### src/rtl/mpd_pkg.sv
// ----------------------------------------------------------------------------
// mpd_pkg
// Shared types and constants of the multichannel presence debouncer.
// ----------------------------------------------------------------------------
package mpd_pkg;

  localparam int unsigned MAX_CHANNELS = 8;
  localparam int unsigned NUM_CHANNELS = 8;

  localparam int unsigned READ_W  = 16;
  localparam int unsigned COUNT_W = 8;
  localparam int unsigned APB_AW  = 4;
  localparam int unsigned APB_DW  = 32;

  localparam logic [COUNT_W-1:0] MISS_MAX = 8'hff;

  localparam logic [READ_W-1:0]  PROX_THR_RST = 16'h0300;
  localparam logic [COUNT_W-1:0] ON_DEB_RST   = 8'd1;
  localparam logic [COUNT_W-1:0] OFF_DEB_RST  = 8'd20;
  localparam logic [COUNT_W-1:0] ERR_THR_RST  = 8'd0;

  typedef enum logic [1:0] {
    REG_PROX_THR = 2'd0,
    REG_ON_DEB   = 2'd1,
    REG_OFF_DEB  = 2'd2,
    REG_ERR_THR  = 2'd3
  } reg_idx_e;

  typedef struct packed {
    logic [READ_W-1:0]  prox_thr;
    logic [COUNT_W-1:0] on_deb;
    logic [COUNT_W-1:0] off_deb;
    logic [COUNT_W-1:0] err_thr;
  } cfg_t;

  // what the lanes found for one round, with its flash phase
  typedef struct packed {
    logic [MAX_CHANNELS-1:0] detect_mask;
    logic [MAX_CHANNELS-1:0] fail_mask;
    logic [MAX_CHANNELS-1:0] miss_mask;
    logic                    flash_on;
  } round_t;

  typedef struct packed {
    logic [MAX_CHANNELS-1:0] detect_mask;
    logic [MAX_CHANNELS-1:0] fail_mask;
    logic [MAX_CHANNELS-1:0] drive_mask;
    logic                    reinit_request;
  } result_t;

endpackage

### src/rtl/mpd_if.sv
// ----------------------------------------------------------------------------
// mpd_in_if / mpd_out_if
// Valid/ready channels carrying a polling round and its result word.
// ----------------------------------------------------------------------------
interface mpd_in_if;
  logic        valid;
  logic        ready;
  logic [7:0]  ack_mask;
  logic [15:0] reading_0;
  logic [15:0] reading_1;
  logic [15:0] reading_2;
  logic [15:0] reading_3;
  logic [15:0] reading_4;
  logic [15:0] reading_5;
  logic [15:0] reading_6;
  logic [15:0] reading_7;
  logic        flash_on;

  modport source (
    output valid, ack_mask, reading_0, reading_1, reading_2, reading_3,
           reading_4, reading_5, reading_6, reading_7, flash_on,
    input  ready
  );
  modport sink (
    input  valid, ack_mask, reading_0, reading_1, reading_2, reading_3,
           reading_4, reading_5, reading_6, reading_7, flash_on,
    output ready
  );
endinterface

interface mpd_out_if;
  logic       valid;
  logic       ready;
  logic [7:0] detect_mask;
  logic [7:0] fail_mask;
  logic [7:0] drive_mask;
  logic       reinit_request;

  modport source (
    output valid, detect_mask, fail_mask, drive_mask, reinit_request,
    input  ready
  );
  modport sink (
    input  valid, detect_mask, fail_mask, drive_mask, reinit_request,
    output ready
  );
endinterface

### src/rtl/mpd_lane.sv
// ----------------------------------------------------------------------------
// mpd_lane
// One sensor channel: miss counting, failure marking and on/off debounce.
// ----------------------------------------------------------------------------
module mpd_lane (
  input  logic                        clk_i,
  input  logic                        rst_ni,
  input  logic                        accept_i,
  input  logic                        ack_i,
  input  logic [mpd_pkg::READ_W-1:0]  reading_i,
  input  mpd_pkg::cfg_t               cfg_i,
  output logic                        detect_o,
  output logic                        fail_o,
  output logic                        miss_nz_o
);
  import mpd_pkg::*;

  logic [COUNT_W-1:0] miss_q, miss_d;
  logic [COUNT_W-1:0] streak_q, streak_d;
  logic               flag_q, flag_d;
  logic [COUNT_W-1:0] miss_inc;
  logic [COUNT_W-1:0] streak_inc;
  logic               present;

  assign miss_inc   = (miss_q == MISS_MAX) ? miss_q : miss_q + COUNT_W'(1);
  assign streak_inc = streak_q + COUNT_W'(1);
  assign present    = (reading_i >= cfg_i.prox_thr);

  always_comb begin
    miss_d   = miss_q;
    streak_d = streak_q;
    flag_d   = flag_q;
    fail_o   = 1'b0;
    if (!ack_i) begin
      miss_d = miss_inc;
      if (miss_inc > cfg_i.err_thr) begin
        fail_o   = 1'b1;
        flag_d   = 1'b0;
        streak_d = '0;
      end
    end else begin
      miss_d = '0;
      if (!flag_q && present) begin
        if (streak_inc > cfg_i.on_deb) begin
          flag_d   = 1'b1;
          streak_d = '0;
        end else begin
          streak_d = streak_inc;
        end
      end else if (flag_q && !present) begin
        if (streak_inc > cfg_i.off_deb) begin
          flag_d   = 1'b0;
          streak_d = '0;
        end else begin
          streak_d = streak_inc;
        end
      end else begin
        streak_d = '0;
      end
    end
  end

  // a silent channel never reports a detection
  assign detect_o  = ack_i & flag_d;
  assign miss_nz_o = |miss_d;

  always_ff @(posedge clk_i or negedge rst_ni) begin
    if (!rst_ni) begin
      miss_q   <= '0;
      streak_q <= '0;
      flag_q   <= 1'b0;
    end else if (accept_i) begin
      miss_q   <= miss_d;
      streak_q <= streak_d;
      flag_q   <= flag_d;
    end
  end

  a_ack_clears_miss: assert property (@(posedge clk_i) disable iff (!rst_ni)
    accept_i && ack_i |=> miss_q == '0)
    else $error("miss count not cleared after acknowledge");

  a_fail_clears_state: assert property (@(posedge clk_i) disable iff (!rst_ni)
    accept_i && fail_o |=> !flag_q && streak_q == '0)
    else $error("failed channel kept debounce state");

endmodule

### src/rtl/mpd_merge.sv
// ----------------------------------------------------------------------------
// mpd_merge
// Combines the lane masks into a result word and holds it in a two-entry
// output buffer.
// ----------------------------------------------------------------------------
module mpd_merge (
  input  logic              clk_i,
  input  logic              rst_ni,
  input  logic              in_valid_i,
  output logic              in_ready_o,
  input  mpd_pkg::round_t   round_i,
  output logic              out_valid_o,
  input  logic              out_ready_i,
  output mpd_pkg::result_t  result_o
);
  import mpd_pkg::*;

  result_t res_w;
  result_t head_q, head_d;
  result_t skid_q, skid_d;
  logic    head_vld_q, head_vld_d;
  logic    skid_vld_q, skid_vld_d;
  logic    push, pop;

  always_comb begin
    res_w.detect_mask    = round_i.detect_mask;
    res_w.fail_mask      = round_i.fail_mask;
    res_w.drive_mask     = (round_i.detect_mask & ~round_i.fail_mask) |
                           (round_i.fail_mask & {MAX_CHANNELS{round_i.flash_on}});
    res_w.reinit_request = |round_i.miss_mask;
  end

  assign in_ready_o  = !skid_vld_q;
  assign push        = in_valid_i && in_ready_o;
  assign pop         = head_vld_q && out_ready_i;
  assign out_valid_o = head_vld_q;
  assign result_o    = head_q;

  always_comb begin
    head_d     = head_q;
    skid_d     = skid_q;
    head_vld_d = head_vld_q;
    skid_vld_d = skid_vld_q;
    if (pop) begin
      if (skid_vld_q) begin
        head_d     = skid_q;
        skid_d     = res_w;
        skid_vld_d = push;
      end else begin
        head_d     = res_w;
        head_vld_d = push;
      end
    end else if (push) begin
      if (!head_vld_q) begin
        head_d     = res_w;
        head_vld_d = 1'b1;
      end else begin
        skid_d     = res_w;
        skid_vld_d = 1'b1;
      end
    end
  end

  always_ff @(posedge clk_i or negedge rst_ni) begin
    if (!rst_ni) begin
      head_vld_q <= 1'b0;
      skid_vld_q <= 1'b0;
    end else begin
      head_vld_q <= head_vld_d;
      skid_vld_q <= skid_vld_d;
    end
  end

  always_ff @(posedge clk_i) begin
    head_q <= head_d;
    skid_q <= skid_d;
  end

  a_skid_behind_head: assert property (@(posedge clk_i) disable iff (!rst_ni)
    skid_vld_q |-> head_vld_q)
    else $error("skid entry valid while head empty");

  a_fail_no_detect: assert property (@(posedge clk_i) disable iff (!rst_ni)
    head_vld_q |-> (head_q.fail_mask & head_q.detect_mask) == '0)
    else $error("failed channel reports detection");

  a_stalled_head_holds: assert property (@(posedge clk_i) disable iff (!rst_ni)
    head_vld_q && !out_ready_i |=> head_vld_q && $stable(head_q))
    else $error("pending word changed under stall");

endmodule

### src/rtl/multichannel_presence_debouncer.sv
// ----------------------------------------------------------------------------
// multichannel_presence_debouncer
// Eight-channel proximity presence debouncer with per-channel failure marking.
// ----------------------------------------------------------------------------
// in_i carries one polling round per word: acknowledge mask, eight readings
// and the flash phase. out_o returns one word per round: detect, fail and
// drive masks plus the re-initialize request.
// Each channel has its own lane that updates its miss count, flag and streak
// in the cycle the round is accepted; the merge stage registers the result
// in its output buffer. One round per cycle is accepted while the buffer has
// room; the lane update itself is combinational.
// A two-entry output buffer lets a new round enter while a finished word is
// still waiting; in_i.ready drops only when both entries are full, so a
// stalled receiver holds back the sender after two rounds.
// Reset clears all channel state and loads the register defaults
// (threshold 768, on debounce 1, off debounce 20, error threshold 0).
// Registers sit on the APB port at byte addresses 0, 4, 8 and 12; write them
// only while no round is in flight. pready is tied high.
// ----------------------------------------------------------------------------
module multichannel_presence_debouncer #(
  parameter int unsigned CHANNELS = mpd_pkg::NUM_CHANNELS
) (
  input  logic                        clk_i,
  input  logic                        rst_ni,
  mpd_in_if.sink                      in_i,
  mpd_out_if.source                   out_o,
  input  logic                        psel,
  input  logic                        penable,
  input  logic                        pwrite,
  input  logic [mpd_pkg::APB_AW-1:0]  paddr,
  input  logic [mpd_pkg::APB_DW-1:0]  pwdata,
  output logic [mpd_pkg::APB_DW-1:0]  prdata,
  output logic                        pready
);
  import mpd_pkg::*;

  cfg_t     cfg_q;
  reg_idx_e reg_idx;
  logic     cfg_wr;

  logic [READ_W-1:0]       reading_w [MAX_CHANNELS];
  logic [MAX_CHANNELS-1:0] detect_w, fail_w, miss_w;
  logic                    in_ready;
  logic                    accept;
  round_t                  round_w;
  result_t                 result_w;

  // configuration port
  assign pready  = 1'b1;
  assign reg_idx = reg_idx_e'(paddr[3:2]);
  assign cfg_wr  = psel && penable && pwrite && pready;

  always_ff @(posedge clk_i or negedge rst_ni) begin
    if (!rst_ni) begin
      cfg_q.prox_thr <= PROX_THR_RST;
      cfg_q.on_deb   <= ON_DEB_RST;
      cfg_q.off_deb  <= OFF_DEB_RST;
      cfg_q.err_thr  <= ERR_THR_RST;
    end else if (cfg_wr) begin
      case (reg_idx)
        REG_PROX_THR: cfg_q.prox_thr <= pwdata[READ_W-1:0];
        REG_ON_DEB:   cfg_q.on_deb   <= pwdata[COUNT_W-1:0];
        REG_OFF_DEB:  cfg_q.off_deb  <= pwdata[COUNT_W-1:0];
        REG_ERR_THR:  cfg_q.err_thr  <= pwdata[COUNT_W-1:0];
        default: ;
      endcase
    end
  end

  always_comb begin
    case (reg_idx)
      REG_PROX_THR: prdata = APB_DW'(cfg_q.prox_thr);
      REG_ON_DEB:   prdata = APB_DW'(cfg_q.on_deb);
      REG_OFF_DEB:  prdata = APB_DW'(cfg_q.off_deb);
      REG_ERR_THR:  prdata = APB_DW'(cfg_q.err_thr);
      default:      prdata = '0;
    endcase
  end

  // lanes
  assign reading_w[0] = in_i.reading_0;
  assign reading_w[1] = in_i.reading_1;
  assign reading_w[2] = in_i.reading_2;
  assign reading_w[3] = in_i.reading_3;
  assign reading_w[4] = in_i.reading_4;
  assign reading_w[5] = in_i.reading_5;
  assign reading_w[6] = in_i.reading_6;
  assign reading_w[7] = in_i.reading_7;

  assign in_i.ready = in_ready;
  assign accept     = in_i.valid && in_ready;

  for (genvar g = 0; g < MAX_CHANNELS; g++) begin : g_lane
    if (g < CHANNELS) begin : g_on
      mpd_lane u_lane (
        .clk_i     (clk_i),
        .rst_ni    (rst_ni),
        .accept_i  (accept),
        .ack_i     (in_i.ack_mask[g]),
        .reading_i (reading_w[g]),
        .cfg_i     (cfg_q),
        .detect_o  (detect_w[g]),
        .fail_o    (fail_w[g]),
        .miss_nz_o (miss_w[g])
      );
    end else begin : g_off
      assign detect_w[g] = 1'b0;
      assign fail_w[g]   = 1'b0;
      assign miss_w[g]   = 1'b0;
    end
  end

  assign round_w.detect_mask = detect_w;
  assign round_w.fail_mask   = fail_w;
  assign round_w.miss_mask   = miss_w;
  assign round_w.flash_on    = in_i.flash_on;

  mpd_merge u_merge (
    .clk_i       (clk_i),
    .rst_ni      (rst_ni),
    .in_valid_i  (in_i.valid),
    .in_ready_o  (in_ready),
    .round_i     (round_w),
    .out_valid_o (out_o.valid),
    .out_ready_i (out_o.ready),
    .result_o    (result_w)
  );

  assign out_o.detect_mask    = result_w.detect_mask;
  assign out_o.fail_mask      = result_w.fail_mask;
  assign out_o.drive_mask     = result_w.drive_mask;
  assign out_o.reinit_request = result_w.reinit_request;

endmodule
### src/flat_wrapper.sv
// flat-port wrapper written by rule: the top's interface ports become plain ports
module multichannel_presence_debouncer_flat import mpd_pkg::*;
#(
  parameter int unsigned CHANNELS = mpd_pkg::NUM_CHANNELS
)
  (clk_i, rst_ni, psel, penable, pwrite, paddr, pwdata, prdata, pready, in_i_valid, in_i_ack_mask, in_i_reading_0, in_i_reading_1, in_i_reading_2, in_i_reading_3, in_i_reading_4, in_i_reading_5, in_i_reading_6, in_i_reading_7, in_i_flash_on, in_i_ready, out_o_valid, out_o_detect_mask, out_o_fail_mask, out_o_drive_mask, out_o_reinit_request, out_o_ready);
  mpd_in_if in_i_i ();
  mpd_out_if out_o_i ();
  input  logic clk_i;
  input  logic rst_ni;
  input  logic psel;
  input  logic penable;
  input  logic pwrite;
  input  logic [mpd_pkg::APB_AW-1:0] paddr;
  input  logic [mpd_pkg::APB_DW-1:0] pwdata;
  output logic [mpd_pkg::APB_DW-1:0] prdata;
  output logic pready;
  input wire logic [$bits(in_i_i.valid)-1:0] in_i_valid;
  input wire logic [$bits(in_i_i.ack_mask)-1:0] in_i_ack_mask;
  input wire logic [$bits(in_i_i.reading_0)-1:0] in_i_reading_0;
  input wire logic [$bits(in_i_i.reading_1)-1:0] in_i_reading_1;
  input wire logic [$bits(in_i_i.reading_2)-1:0] in_i_reading_2;
  input wire logic [$bits(in_i_i.reading_3)-1:0] in_i_reading_3;
  input wire logic [$bits(in_i_i.reading_4)-1:0] in_i_reading_4;
  input wire logic [$bits(in_i_i.reading_5)-1:0] in_i_reading_5;
  input wire logic [$bits(in_i_i.reading_6)-1:0] in_i_reading_6;
  input wire logic [$bits(in_i_i.reading_7)-1:0] in_i_reading_7;
  input wire logic [$bits(in_i_i.flash_on)-1:0] in_i_flash_on;
  output wire logic [$bits(in_i_i.ready)-1:0] in_i_ready;
  output wire logic [$bits(out_o_i.valid)-1:0] out_o_valid;
  output wire logic [$bits(out_o_i.detect_mask)-1:0] out_o_detect_mask;
  output wire logic [$bits(out_o_i.fail_mask)-1:0] out_o_fail_mask;
  output wire logic [$bits(out_o_i.drive_mask)-1:0] out_o_drive_mask;
  output wire logic [$bits(out_o_i.reinit_request)-1:0] out_o_reinit_request;
  input wire logic [$bits(out_o_i.ready)-1:0] out_o_ready;
  assign in_i_i.valid = in_i_valid;
  assign in_i_i.ack_mask = in_i_ack_mask;
  assign in_i_i.reading_0 = in_i_reading_0;
  assign in_i_i.reading_1 = in_i_reading_1;
  assign in_i_i.reading_2 = in_i_reading_2;
  assign in_i_i.reading_3 = in_i_reading_3;
  assign in_i_i.reading_4 = in_i_reading_4;
  assign in_i_i.reading_5 = in_i_reading_5;
  assign in_i_i.reading_6 = in_i_reading_6;
  assign in_i_i.reading_7 = in_i_reading_7;
  assign in_i_i.flash_on = in_i_flash_on;
  assign in_i_ready = in_i_i.ready;
  assign out_o_valid = out_o_i.valid;
  assign out_o_detect_mask = out_o_i.detect_mask;
  assign out_o_fail_mask = out_o_i.fail_mask;
  assign out_o_drive_mask = out_o_i.drive_mask;
  assign out_o_reinit_request = out_o_i.reinit_request;
  assign out_o_i.ready = out_o_ready;
  multichannel_presence_debouncer #(.CHANNELS(CHANNELS)) u_core (.clk_i(clk_i), .rst_ni(rst_ni), .in_i(in_i_i), .out_o(out_o_i), .psel(psel), .penable(penable), .pwrite(pwrite), .paddr(paddr), .pwdata(pwdata), .prdata(prdata), .pready(pready));
endmodule
### config.mk
export PLATFORM = sky130hd
export DESIGN_NAME = multichannel_presence_debouncer_flat
export DESIGN_NICKNAME = d
export VERILOG_FILES = /design/src/rtl/mpd_pkg.sv /design/src/rtl/mpd_if.sv /design/src/rtl/mpd_lane.sv /design/src/rtl/mpd_merge.sv /design/src/rtl/multichannel_presence_debouncer.sv /design/src/flat_wrapper.sv
export SDC_FILE = /design/constraint.sdc
export NUM_CORES = 1
export LEC_CHECK = 0
export BUFFER_PORTS_ARGS = -buffer_cell sky130_fd_sc_hd__buf_2
export CORE_MARGIN = 10
export CORE_UTILIZATION = 45
export CTS_CLUSTER_DIAMETER = 120
export DETAILED_ROUTE_END_ITERATION = 8
export PLACE_DENSITY = 0.64
export SYNTH_ARGS = -nofsm -noshare
export SYNTH_HDL_FRONTEND = slang
export SYNTH_SLANG_ARGS = --single-unit
export TNS_END_PERCENT = 5
### constraint.sdc
create_clock -name clk_i -period 7.5 [get_ports clk_i]
set_input_delay 1.125 -clock clk_i [delete_from_list [all_inputs] [get_ports clk_i]]
set_output_delay 1.125 -clock clk_i [all_outputs]
set_load 0.005 [all_outputs]
==> reports/qor.csv, run 1 <==
metric,value,unit
status,completed,
cts_tree,yes,
port_buffers,204,
synthCells,2111,
synthTopCellsByArea,"dfrtp_1 (23%), ha_1 (22%), edfxtp_1 (7.8%)",
crit_path_max_incr_delay,0.63,ns
tightestPinTransition,1.254,ns
critPathLaunchType,flip-flop,
p_per_area,259.2,nW/µm²
dpl.hpwl,44.05,mm
yosysUniqueCellTypes,76,
async_flop_share,78.07,%
crit_path_end_kind,flip-flop,
placed_area,20660,µm²
clock_sinks,228,
tns,0,ns
overflow,0,
fin_nets,2805,
post_cts_resize_count,0,
rsz0062_at_grt,no,
grt_pass1_wl,90.03,mm
worstSkewPairLatency,0.57,ns
core,42040,µm²
antenna_left,0,
drive_above_1_share,14.76,%
relSlewSlack,16.11,%
dr.pass1.iters,6,
initial_utilization,45.67,%
post_cts_buffers,0,
setup_viol_count_final,0,
via_per_inst,5.877,
wl,57.89,mm
hp-class,flip-flop to flip-flop,
design_area,21700,µm²
areaGrowthSynthToFinish,13.04,%
clock_path_buffers,3,
path_delay_family,compound AO/OA/AOI/OAI gates,
antenna_found_initial,7,
grt_pass1_vias,16180,
cts_buffers,28,
synth-edff-count,50,
die_h,226.6,µm
crit_path_top_delay_cell,mux2i_1,
crit_fanout,10,
synth.top_cell.area_share,22.55,%
grt_max_degree,77,
synthFlopType,dfrtp_1,
clk_pin_slew,0.06,ns
htreeDepth,1,
routabilityCongestion,0.9059,
post-route-period-util,51.21,%
ctsHoldBuffers,0,
final_hold_viol_count,0,
cts_root_buf,clkbuf_16,
fp-row-count,75,
fmax,0.2604,GHz
finalCriticalPeriod,3.840,ns
synth_seq_cells,228,
routedWlPerCell,20.26,µm
synth_top_area_cell,dfrtp_1,
netlist_area,19200,µm²
required,7.97,ns
power_leakage,10.91,nW
ys_warn_count,0,
crit_chain,inv_1 -> ha_1 -> a21o_1 -> a221o_1 -> a2111oi_0 -> a21oi_1 -> o41ai_2 -> mux2i_1 -> nand3_1 -> o21ai_0,
slew_violations,0,
ir_drop,0.1608,mV
vias,16800,
clock_skew,0.01062,ns
dieArea,51330,µm²
crit_type,flip-flop to flip-flop,
die_w,226.6,µm
cp.arrival,4.31,ns
ioPinCount,240,
fillCellCount,3898,
critPathBufInv,1,
grt_use_total,22.09,%
syn_area_per_cell,9.096,µm²
yosysSeqAreaShare,31.05,%
cap_violations,0,
route.detailed.drc,0,
dr.first_iter.drc_count,1304,
==> placed cells by master (no fill, tap or decap), drive strengths merged, types with 11 or more instances in the layout <==
cell type | synthesis | layout
mux2 | 34 | 34
xor2 | 26 | 26
nand2 | 254 | 254
a31oi | 15 | 15
nand4 | 56 | 56
edfxtp | 50 | 50
or2 | 15 | 15
xnor2 | 32 | 32
ha | 336 | 336
o21a | 15 | 15
nor2 | 123 | 123
nor2b | 41 | 41
and2 | 12 | 12
a21o | 57 | 57
buf | 32 | 213
inv | 83 | 83
and3 | 42 | 42
dfrtp | 173 | 173
clkinv | 0 | 11
clkbuf | 48 | 31
nand2b | 30 | 30
a21oi | 139 | 139
nand3 | 72 | 72
o31ai | 15 | 15
o21ai | 129 | 129
conb | 2 | 17
mux2i | 20 | 20
o211ai | 24 | 24
a22o | 54 | 54
nor3 | 46 | 46
==> area by class of cell <==
type | instances | area [µm²] | share of cell area, %
Tap cell | 539 | 674.4 | 3.107
Clock inverter | 21 | 274.0 | 1.262
Inverter | 83 | 311.5 | 1.435
Timing Repair Buffer | 213 | 1102 | 5.079
Multi-Input combinational cell | 1735 | 12630 | 58.18
Antenna cell | 8 | 20.02 | 0.09223
Sequential cell | 228 | 5962 | 27.47
Clock buffer | 31 | 733.2 | 3.378
==> cells in the mapped netlist, types with 8 or more instances <==
cell type / instances
xnor2_1: 32
buf_2: 8
a31oi_1: 15
buf_4: 17
o31ai_1: 15
o21bai_1: 8
mux2i_1: 20
edfxtp_1: 50
nand2b_1: 30
nand4_1: 55
nor2_1: 123
o211ai_1: 24
inv_1: 83
a21o_1: 57
mux2_2: 33
and2_1: 9
dfrtp_1: 173
mux4_2: 8
nor3_1: 46
a22o_1: 53
clkbuf_1: 47
and3_1: 42
and4_1: 10
o21ai_0: 128
o31a_1: 9
nand2_1: 254
o21a_1: 15
a21oi_1: 139
xor2_1: 26
nor2b_1: 41
or2_2: 15
ha_1: 336
nand3_1: 72
==> routing by layer <==
layer	global-route usage (%)	share of wire, %	vias up
met5	0	0	-
met4	9.002	3.6	0
met3	3.049	5.4	96
met2	36.44	47	431
met1	28.60	44	8080
li1	-	-	8189
==> tightest hold or removal path: cells and delay by family (launching register included) <==
family | cells | cell delay (ns)
flops | 1 | 0.35
simple gates | 2 | 0.10
==> cells by family (layout without fill, tap and decap cells) <==
group	Yosys count	after routing	share of synthesized area [%]
AOI/OAI and AO/OA	536	536	18.51
xor gates and xnor gates	58	58	2.646
adders and majority gates	336	336	21.89
buffers and inverters	163	348	3.577
DFF	228	228	31.05
muxes	62	62	3.994
other	2	25	0.03911
and+or+nand+nor	726	726	18.29
==> registers in the layout, summed over array words and instances (netlist names) <==
register                            cells
u_core.u_merge.skid_q                  25
u_core.u_merge.result_o                25
u_core.u_merge.skid_vld_q               1
u_core.u_merge.out_valid_o              1
u_core.g_lane.g_on.u_lane.streak_q     64
u_core.g_lane.g_on.u_lane.flag_q        8
u_core.cfg_q                           40
u_core.g_lane.g_on.u_lane.miss_q       64
==> final timing paths <==
path | start | end | slack, ns | cells after the start
max | u_core.cfg_q[33] | u_core.g_lane[4].g_on.u_lane.streak_q[1] | 3.66 | 10
min | u_core.g_lane[7].g_on.u_lane.streak_q[7] | u_core.g_lane[7].g_on.u_lane.streak_q[7] | 0.49 | 2
max reg2reg | u_core.cfg_q[33] | u_core.g_lane[4].g_on.u_lane.streak_q[1] | 3.66 | 10
min reg2reg | u_core.g_lane[7].g_on.u_lane.streak_q[7] | u_core.g_lane[7].g_on.u_lane.streak_q[7] | 0.49 | 2
max in group asynchronous | rst_ni | u_core.g_lane[5].g_on.u_lane.flag_q | 5.66 | 2
min in group asynchronous | rst_ni | u_core.cfg_q[34] | 0.60 | 1
==> report_power, final <==
group          internal [mW]  total, mW  leakage, nW  switching, mW
registers               1.55       1.78         2.86          0.235
logic                  0.946       2.36         7.57           1.41
clock network          0.911       1.49        0.484          0.577
total                   3.40       5.63         10.9           2.22
==> through the flow <==
step                utilization [%]  setup WS (ns)  cells  hold slack (ns)  power (mW)
finish                        51.63          3.660   2858           0.4876       5.626
global route                  51.63          3.347   2858           0.5231       6.050
CTS                           51.54          3.691   2849           0.4885       5.640
detailed placement            49.15          3.199   2797           0.4756       4.127
global placement              49.15          3.275   2797           0.4700       3.998
floorplan                         -          3.393   2126           0.4586       3.335
No activity file was read; power rests on OpenSTA's default activity.
==> run 2: changes to the inputs <==
- ABC_AREA: not set -> 1
- clock period: 7.5 -> 3.9 ns (I/O delays scaled with it)
==> reports/qor.csv, run 2 <==
metric,value,unit,change
post_cts_resize_count,0,,unchanged
clock_path_buffers,3,,unchanged
synth_common_cells,"nand2_1 (683), ha_1 (336), inv_1 (241)",,
postLayoutCoreUtil,51.74,%,+0.11 points
final_cell_mix,"nand2_1 (682), ha_1 (336), inv_1 (241)",,
grt_pass1_vias,17620,,+8.9%
whs,0.001097,ns,-0.4865 ns
rsz0062_at_grt,no,,
top_regs,"u_core.g_lane.g_on.u_lane.miss_q (64), u_core.g_lane.g_on.u_lane.streak_q (64), u_core.cfg_q (40)",,
overflow,0,,unchanged
antenna_found_initial,6,,-1
power_leakage,11.56,nW,+5.9%
die_h,227.4,µm,+0.35%
die_w,227.4,µm,+0.35%
netlist_area,19350,µm²,+0.76%
critPathLaunchType,flip-flop,,
ir_drop,0.3192,mV,+99%
route.detailed.drc,0,,unchanged
setup_viol_count_final,0,,unchanged
dpl.hpwl,45.98,mm,+4.4%
ctsHoldBuffers,0,,unchanged
via_per_inst,5.494,,-6.5%
required,4.32,ns,-3.65 ns
placed_area,20960,µm²,+1.4%
initial_utilization,45.82,%,+0.14 points
power_frac_clock,33.7,%,+7.2 points
synthCells,2549,,+21%
clock_sinks,228,,unchanged
reg2reg_to,u_core.u_merge.result_o[2],,
grt_use_total,22.78,%,+0.69 points
crit_path_top_delay_cell,dfrtp_1,,
cap_violations,0,,unchanged
cts_root_buf,clkbuf_16,,
synth_seq_cells,228,,unchanged
yosysSeqAreaShare,30.82,%,-0.23 points
critical_path.most_common_cell,nand2_1,,
final_hold_viol_count,0,,unchanged
r2r_slack,0.72,ns,-2.94 ns
routabilityCongestion,0.9076,,+0.19%
ys_warn_count,0,,unchanged
ioPinCount,240,,unchanged
vias,18250,,+8.7%
dieArea,51690,µm²,+0.69%
crit_path_max_incr_delay,0.41,ns,-0.22 ns
status,completed,,
design_area,21850,µm²,+0.66%
post_cts_buffers,0,,unchanged
wl,59.90,mm,+3.5%
synth_top_area_cell,dfrtp_1,,
dr.pass1.iters,5,,-1
final_common_cell,nand2_1,,
hp-class,input port to async pin,,
p_per_area,343.6,nW/µm²,+33%
dr.first_iter.drc_count,1373,,+5.3%
cp.arrival,3.60,ns,-0.71 ns
critPathBufInv,2,,+1
crit_chain,ha_1 -> nand2_1 -> nor2_2 -> nand2_1 -> nand2_1 -> and2_1 -> ha_1 -> a21oi_1 -> o21ai_0 -> nand2_1 -> o211ai_1 -> o21ai_0 -> buf_4 -> nor2_1 -> inv_1 -> o21ai_0 -> nand2_1 -> nand2_1,,
p_seq_share,35.1,%,+3.4 points
crit_fanout,7,,-3
regToRegStartpoint,u_core.g_lane[1].g_on.u_lane.miss_q[0],,
crit_path_end_kind,flip-flop,,
clk_pin_slew,0.06,ns,about the same
path_delay_family,simple AND/OR/NAND/NOR gates,,
antenna_left,0,,unchanged
p_sw,2.705,mW,+22%
synth.top_cell.area_share,22.38,%,-0.17 points
async_flop_share,78.07,%,unchanged
clock_skew,0.01727,ns,+0.006651 ns
port_buffers,204,,unchanged
grt_max_degree,123,,+60%
synthFlopType,dfrtp_1,,
switching_share,36.03,%,-3.5 points
routedWlPerCell,18.03,µm,-11%
intPower,4.802,mW,+41%
htreeDepth,1,,unchanged
cts_tree,yes,,
grt_pass1_wl,93.82,mm,+4.2%
combPwrFrac,31.2,%,-11 points
core,42230,µm²,+0.45%
relSlewSlack,32.97,%,+17 points
reg2reg_depth,18,,+8
slew_violations,0,,unchanged
crit_type,flip-flop to flip-flop,,
yosysUniqueCellTypes,52,,-32%
cts_buffers,26,,-7.1%
areaGrowthSynthToFinish,12.93,%,about the same
fmax,0.3143,GHz,+21%
tns,0,ns,unchanged
drive_above_1_share,10.91,%,-3.8 points
worstSkewPairLatency,0.56,ns,about the same
post-route-period-util,81.57,%,+30 points
finalCriticalPeriod,3.181,ns,-0.6592 ns
power,7.507,mW,+33%
fp-row-count,75,,unchanged
tightestPinTransition,1.003,ns,-0.2507 ns
fin_nets,3273,,+17%
yosysMostFrequentCell,nand2_1,,
synthTopCellsByArea,"dfrtp_1 (22%), ha_1 (22%), nand2_1 (13%)",,
syn_area_per_cell,7.590,µm²,-17%
synth-edff-count,50,,unchanged
run 2: per-layer routing:
metal	track usage [%]	up-vias	part of all wire, %
li1	-	9097	-
met1	28.78	8541	43
met3	2.072	120	4.6
met4	7.502	0	3.3
met5	0	-	0
met2	40.14	492	49
run 2: how the worst max path moves through the flow:
stage | slack (ns) | start | cells after the start | endpoint
6_report | 0.72 | u_core.g_lane[1].g_on.u_lane.miss_q[0] | 18 | u_core.u_merge.result_o[2]
5_1_grt | 0.38 | u_core.g_lane[1].g_on.u_lane.miss_q[0] | 18 | u_core.u_merge.result_o[2]
4_1_cts | 0.75 | u_core.g_lane[1].g_on.u_lane.miss_q[0] | 18 | u_core.u_merge.result_o[2]
3_5_place_dp | 0.75 | u_core.g_lane[1].g_on.u_lane.miss_q[0] | 18 | u_core.u_merge.result_o[2]
3_3_place_gp | 0.83 | u_core.g_lane[1].g_on.u_lane.miss_q[0] | 18 | u_core.u_merge.result_o[2]
2_1_floorplan | 0.36 | in_i_valid | 5 | u_core.u_merge.result_o[0]
run 2: final cells by class:
class	count	area, µm²
fillers	4037	20380
multi-input cells	2037	12270
flip-flops and latches	228	5962
repair buffers	215	1122
inverters	249	934.6
clock buffers	32	724.4
well taps	539	674.4
clock inverters	16	150.1
diodes	6	15.01
run 2: logic make-up after synthesis:
logic type	synth area share (%)
muxes	0.2910
xor gates and xnor gates	2.354
other	0.03882
adders and majority gates	21.73
and+or+nand+nor	25.55
DFF	30.82
AOI/OAI and AO/OA	13.06
buffers and inverters	6.157
run 2: power groups by stage:
stage                     Combinational (mW)  Clock, mW  Sequential, mW
after global placement                  2.22          0            2.68
after detailed placement                2.32          0            2.68
final                                   2.34       2.53            2.64
after global routing                    2.68       2.67            2.65
after CTS                               2.33       2.59            2.63
after floorplan                         1.51          0            2.64
run 2: through the flow:
step,cells,setup WS [ns]
after CTS,3316,0.7462
after floorplan,2564,0.3637
final,3322,0.7188
after global routing,3322,0.3824
after global placement,3268,0.8297
after detailed placement,3268,0.7509
==> run 3: changes to the inputs <==
- clock period: 3.9 -> 3.1 ns (I/O delays scaled with it)
==> reports/qor.csv, run 3 (same netlist as run 2, synthesis figures left out) <==
metric,value,unit,change
status,completed,,
clock_sinks,228,,unchanged
clk_pin_slew,0.06,ns,about the same
via_per_inst,5.483,,-0.20%
core,42230,µm²,unchanged
regArea,5968,µm²,+0.10%
final_hold_viol_count,0,,unchanged
cap_violations,0,,unchanged
dr.first_iter.drc_count,1405,,+2.3%
dr.pass1.iters,7,,+2
port_buffers,204,,unchanged
dieArea,51690,µm²,unchanged
ir_drop,0.3793,mV,+19%
p_per_area,438.3,nW/µm²,+28%
worstSkewPairLatency,0.57,ns,about the same
wl,60.56,mm,+1.1%
tightestPinTransition,1.035,ns,+0.03187 ns
grt_max_degree,129,,+4.9%
grt_pass1_vias,18000,,+2.2%
final_common_cell,nand2_1,,
postLayoutCoreUtil,53.09,%,+1.4 points
fin_ws,0.1451,ns,-0.5736 ns
grt_use_total,23.16,%,+0.38 points
clock_path_buffers,3,,unchanged
drive_above_1_share,13.48,%,+2.6 points
worstSetupEndpoint,u_core.u_merge.result_o[1],,
fin_nets,3320,,+1.4%
overflow,0,,unchanged
initial_utilization,45.82,%,unchanged
crit_type,flip-flop to flip-flop,,
fillCellCount,4086,,+1.2%
top_regs,"u_core.g_lane.g_on.u_lane.miss_q (64), u_core.g_lane.g_on.u_lane.streak_q (64), u_core.cfg_q (40)",,
r2r_slack,0.15,ns,-0.57 ns
cts_tree,yes,,
crit_start,u_core.g_lane[0].g_on.u_lane.streak_q[0],,
antenna_left,0,,unchanged
critPathLaunchType,flip-flop,,
routabilityCongestion,0.9113,,+0.41%
finalCriticalPeriod,2.955,ns,-0.2264 ns
grt_pass1_wl,95.03,mm,+1.3%
whs,0.1483,ns,+0.1472 ns
route.detailed.drc,0,,unchanged
slew_violations,0,,unchanged
clock_skew,0.01787,ns,+0.0006015 ns
power,9.825,mW,+31%
die_w,227.4,µm,unchanged
antenna_found_initial,4,,-2
crit_path_end_kind,flip-flop,,
pre_cts_slack,0.03833,ns,-0.7126 ns
ioPinCount,240,,unchanged
post-route-period-util,95.32,%,+14 points
cts_buffers,28,,+7.7%
htreeDepth,1,,unchanged
multiInputGateArea,12380,µm²,+0.90%
power_leakage,11.85,nW,+2.5%
crit_fanout,5,,-2
vias,18470,,+1.2%
fmax,0.3384,GHz,+7.7%
relSlewSlack,30.84,%,-2.1 points
fp-row-count,75,,unchanged
routedWlPerCell,17.98,µm,-0.30%
setup_viol_count_final,0,,unchanged
rsz0062_at_grt,yes,,
die_h,227.4,µm,unchanged
cp.arrival,3.27,ns,-0.33 ns
dpl.hpwl,47.65,mm,+3.6%
required,3.42,ns,-0.90 ns
areaGrowthSynthToFinish,15.88,%,
hp-class,input port to flip-flop,,
reg2reg_depth,16,,-2
reg2reg_to,u_core.u_merge.result_o[1],,
post_cts_buffers,0,,unchanged
cts_root_buf,clkbuf_16,,
regToRegStartpoint,u_core.g_lane[0].g_on.u_lane.streak_q[0],,
final_cell_mix,"nand2_1 (679), ha_1 (336), inv_1 (241)",,
## run 3: cell count changes in the layout (fill, tap and decap cells not counted), moves of 4 or more
cell / previous run / this run
nor2_1: 186 / 180
nor2_2: 3 / 8
dfrtp_2: 0 / 5
buf_4: 10 / 52
dfrtp_1: 173 / 168
o21ai_0: 200 / 196
## run 3: cell type report
cell class,count,area share [%]
flip-flops and latches,228,26.62
multi-input cells,2037,55.20
repair buffers,260,6.636
clock inverters,19,0.7869
clock buffers,33,3.533
inverters,249,4.169
diodes,4,0.04465
well taps,539,3.008
## run 3: worst min-delay path by stage
stage                                start          endpoint  cells past startpoint
after detailed placement  u_core.cfg_q[30]  u_core.cfg_q[30]                      2
after CTS                        pwdata[9]  u_core.cfg_q[33]                      3
final                            pwdata[9]  u_core.cfg_q[33]                      3
after global placement    u_core.cfg_q[31]  u_core.cfg_q[31]                      2
after floorplan                     rst_ni   u_core.cfg_q[0]                      0
after global routing             pwdata[9]  u_core.cfg_q[33]                      3
## run 3: stage by stage
stage               TNS (ns)  instances  instance area, µm²
floorplan                  0       2564               19400
global placement           0       3312               21310
detailed placement         0       3312               21310
CTS                        0       3365               22290
global route         -0.1796       3369               22420
finish                     0       3369               22420
## run 3: per-layer routing
layer	routed length (µm)	vias to the layer above	GRT usage, %	part of all wire (%)
met2	30550	401	41.36	50
met5	0	-	0	0
met1	25180	8785	28.09	42
met3	2516	122	2.484	4.2
met4	2316	0	8.921	3.8
li1	-	9164	-	-
## run 3: what timing repair did
item / 4_1_cts / 5_1_grt
hold buffers: 1 / 0
gates resized for setup: 0 / 35
endpoints found under the setup margin: 0 / 82
endpoints found under the hold margin: 53 / 0
## run 3: report_power, final
part / internal [mW] / switching [mW]
sequential: 3.20 / 0.107
clock: 2.00 / 1.41
combinational: 1.11 / 1.99
total: 6.32 / 3.50
## run 3: critical path, stage by stage, from the launching register on
cell and delay (ns):
dfrtp_1 0.45, ha_1 0.22, nand2_1 0.09, nor3_1 0.24, xor2_1 0.26, ha_1 0.28, nand2_1 0.09, nor2_1 0.07
nand3_1 0.06, nor2_1 0.04, or2_2 0.28, nand2_1 0.08, nand3_1 0.07, nand3_1 0.22, o21ai_0 0.15, nand2_1 0.08
nand2_1 0.05
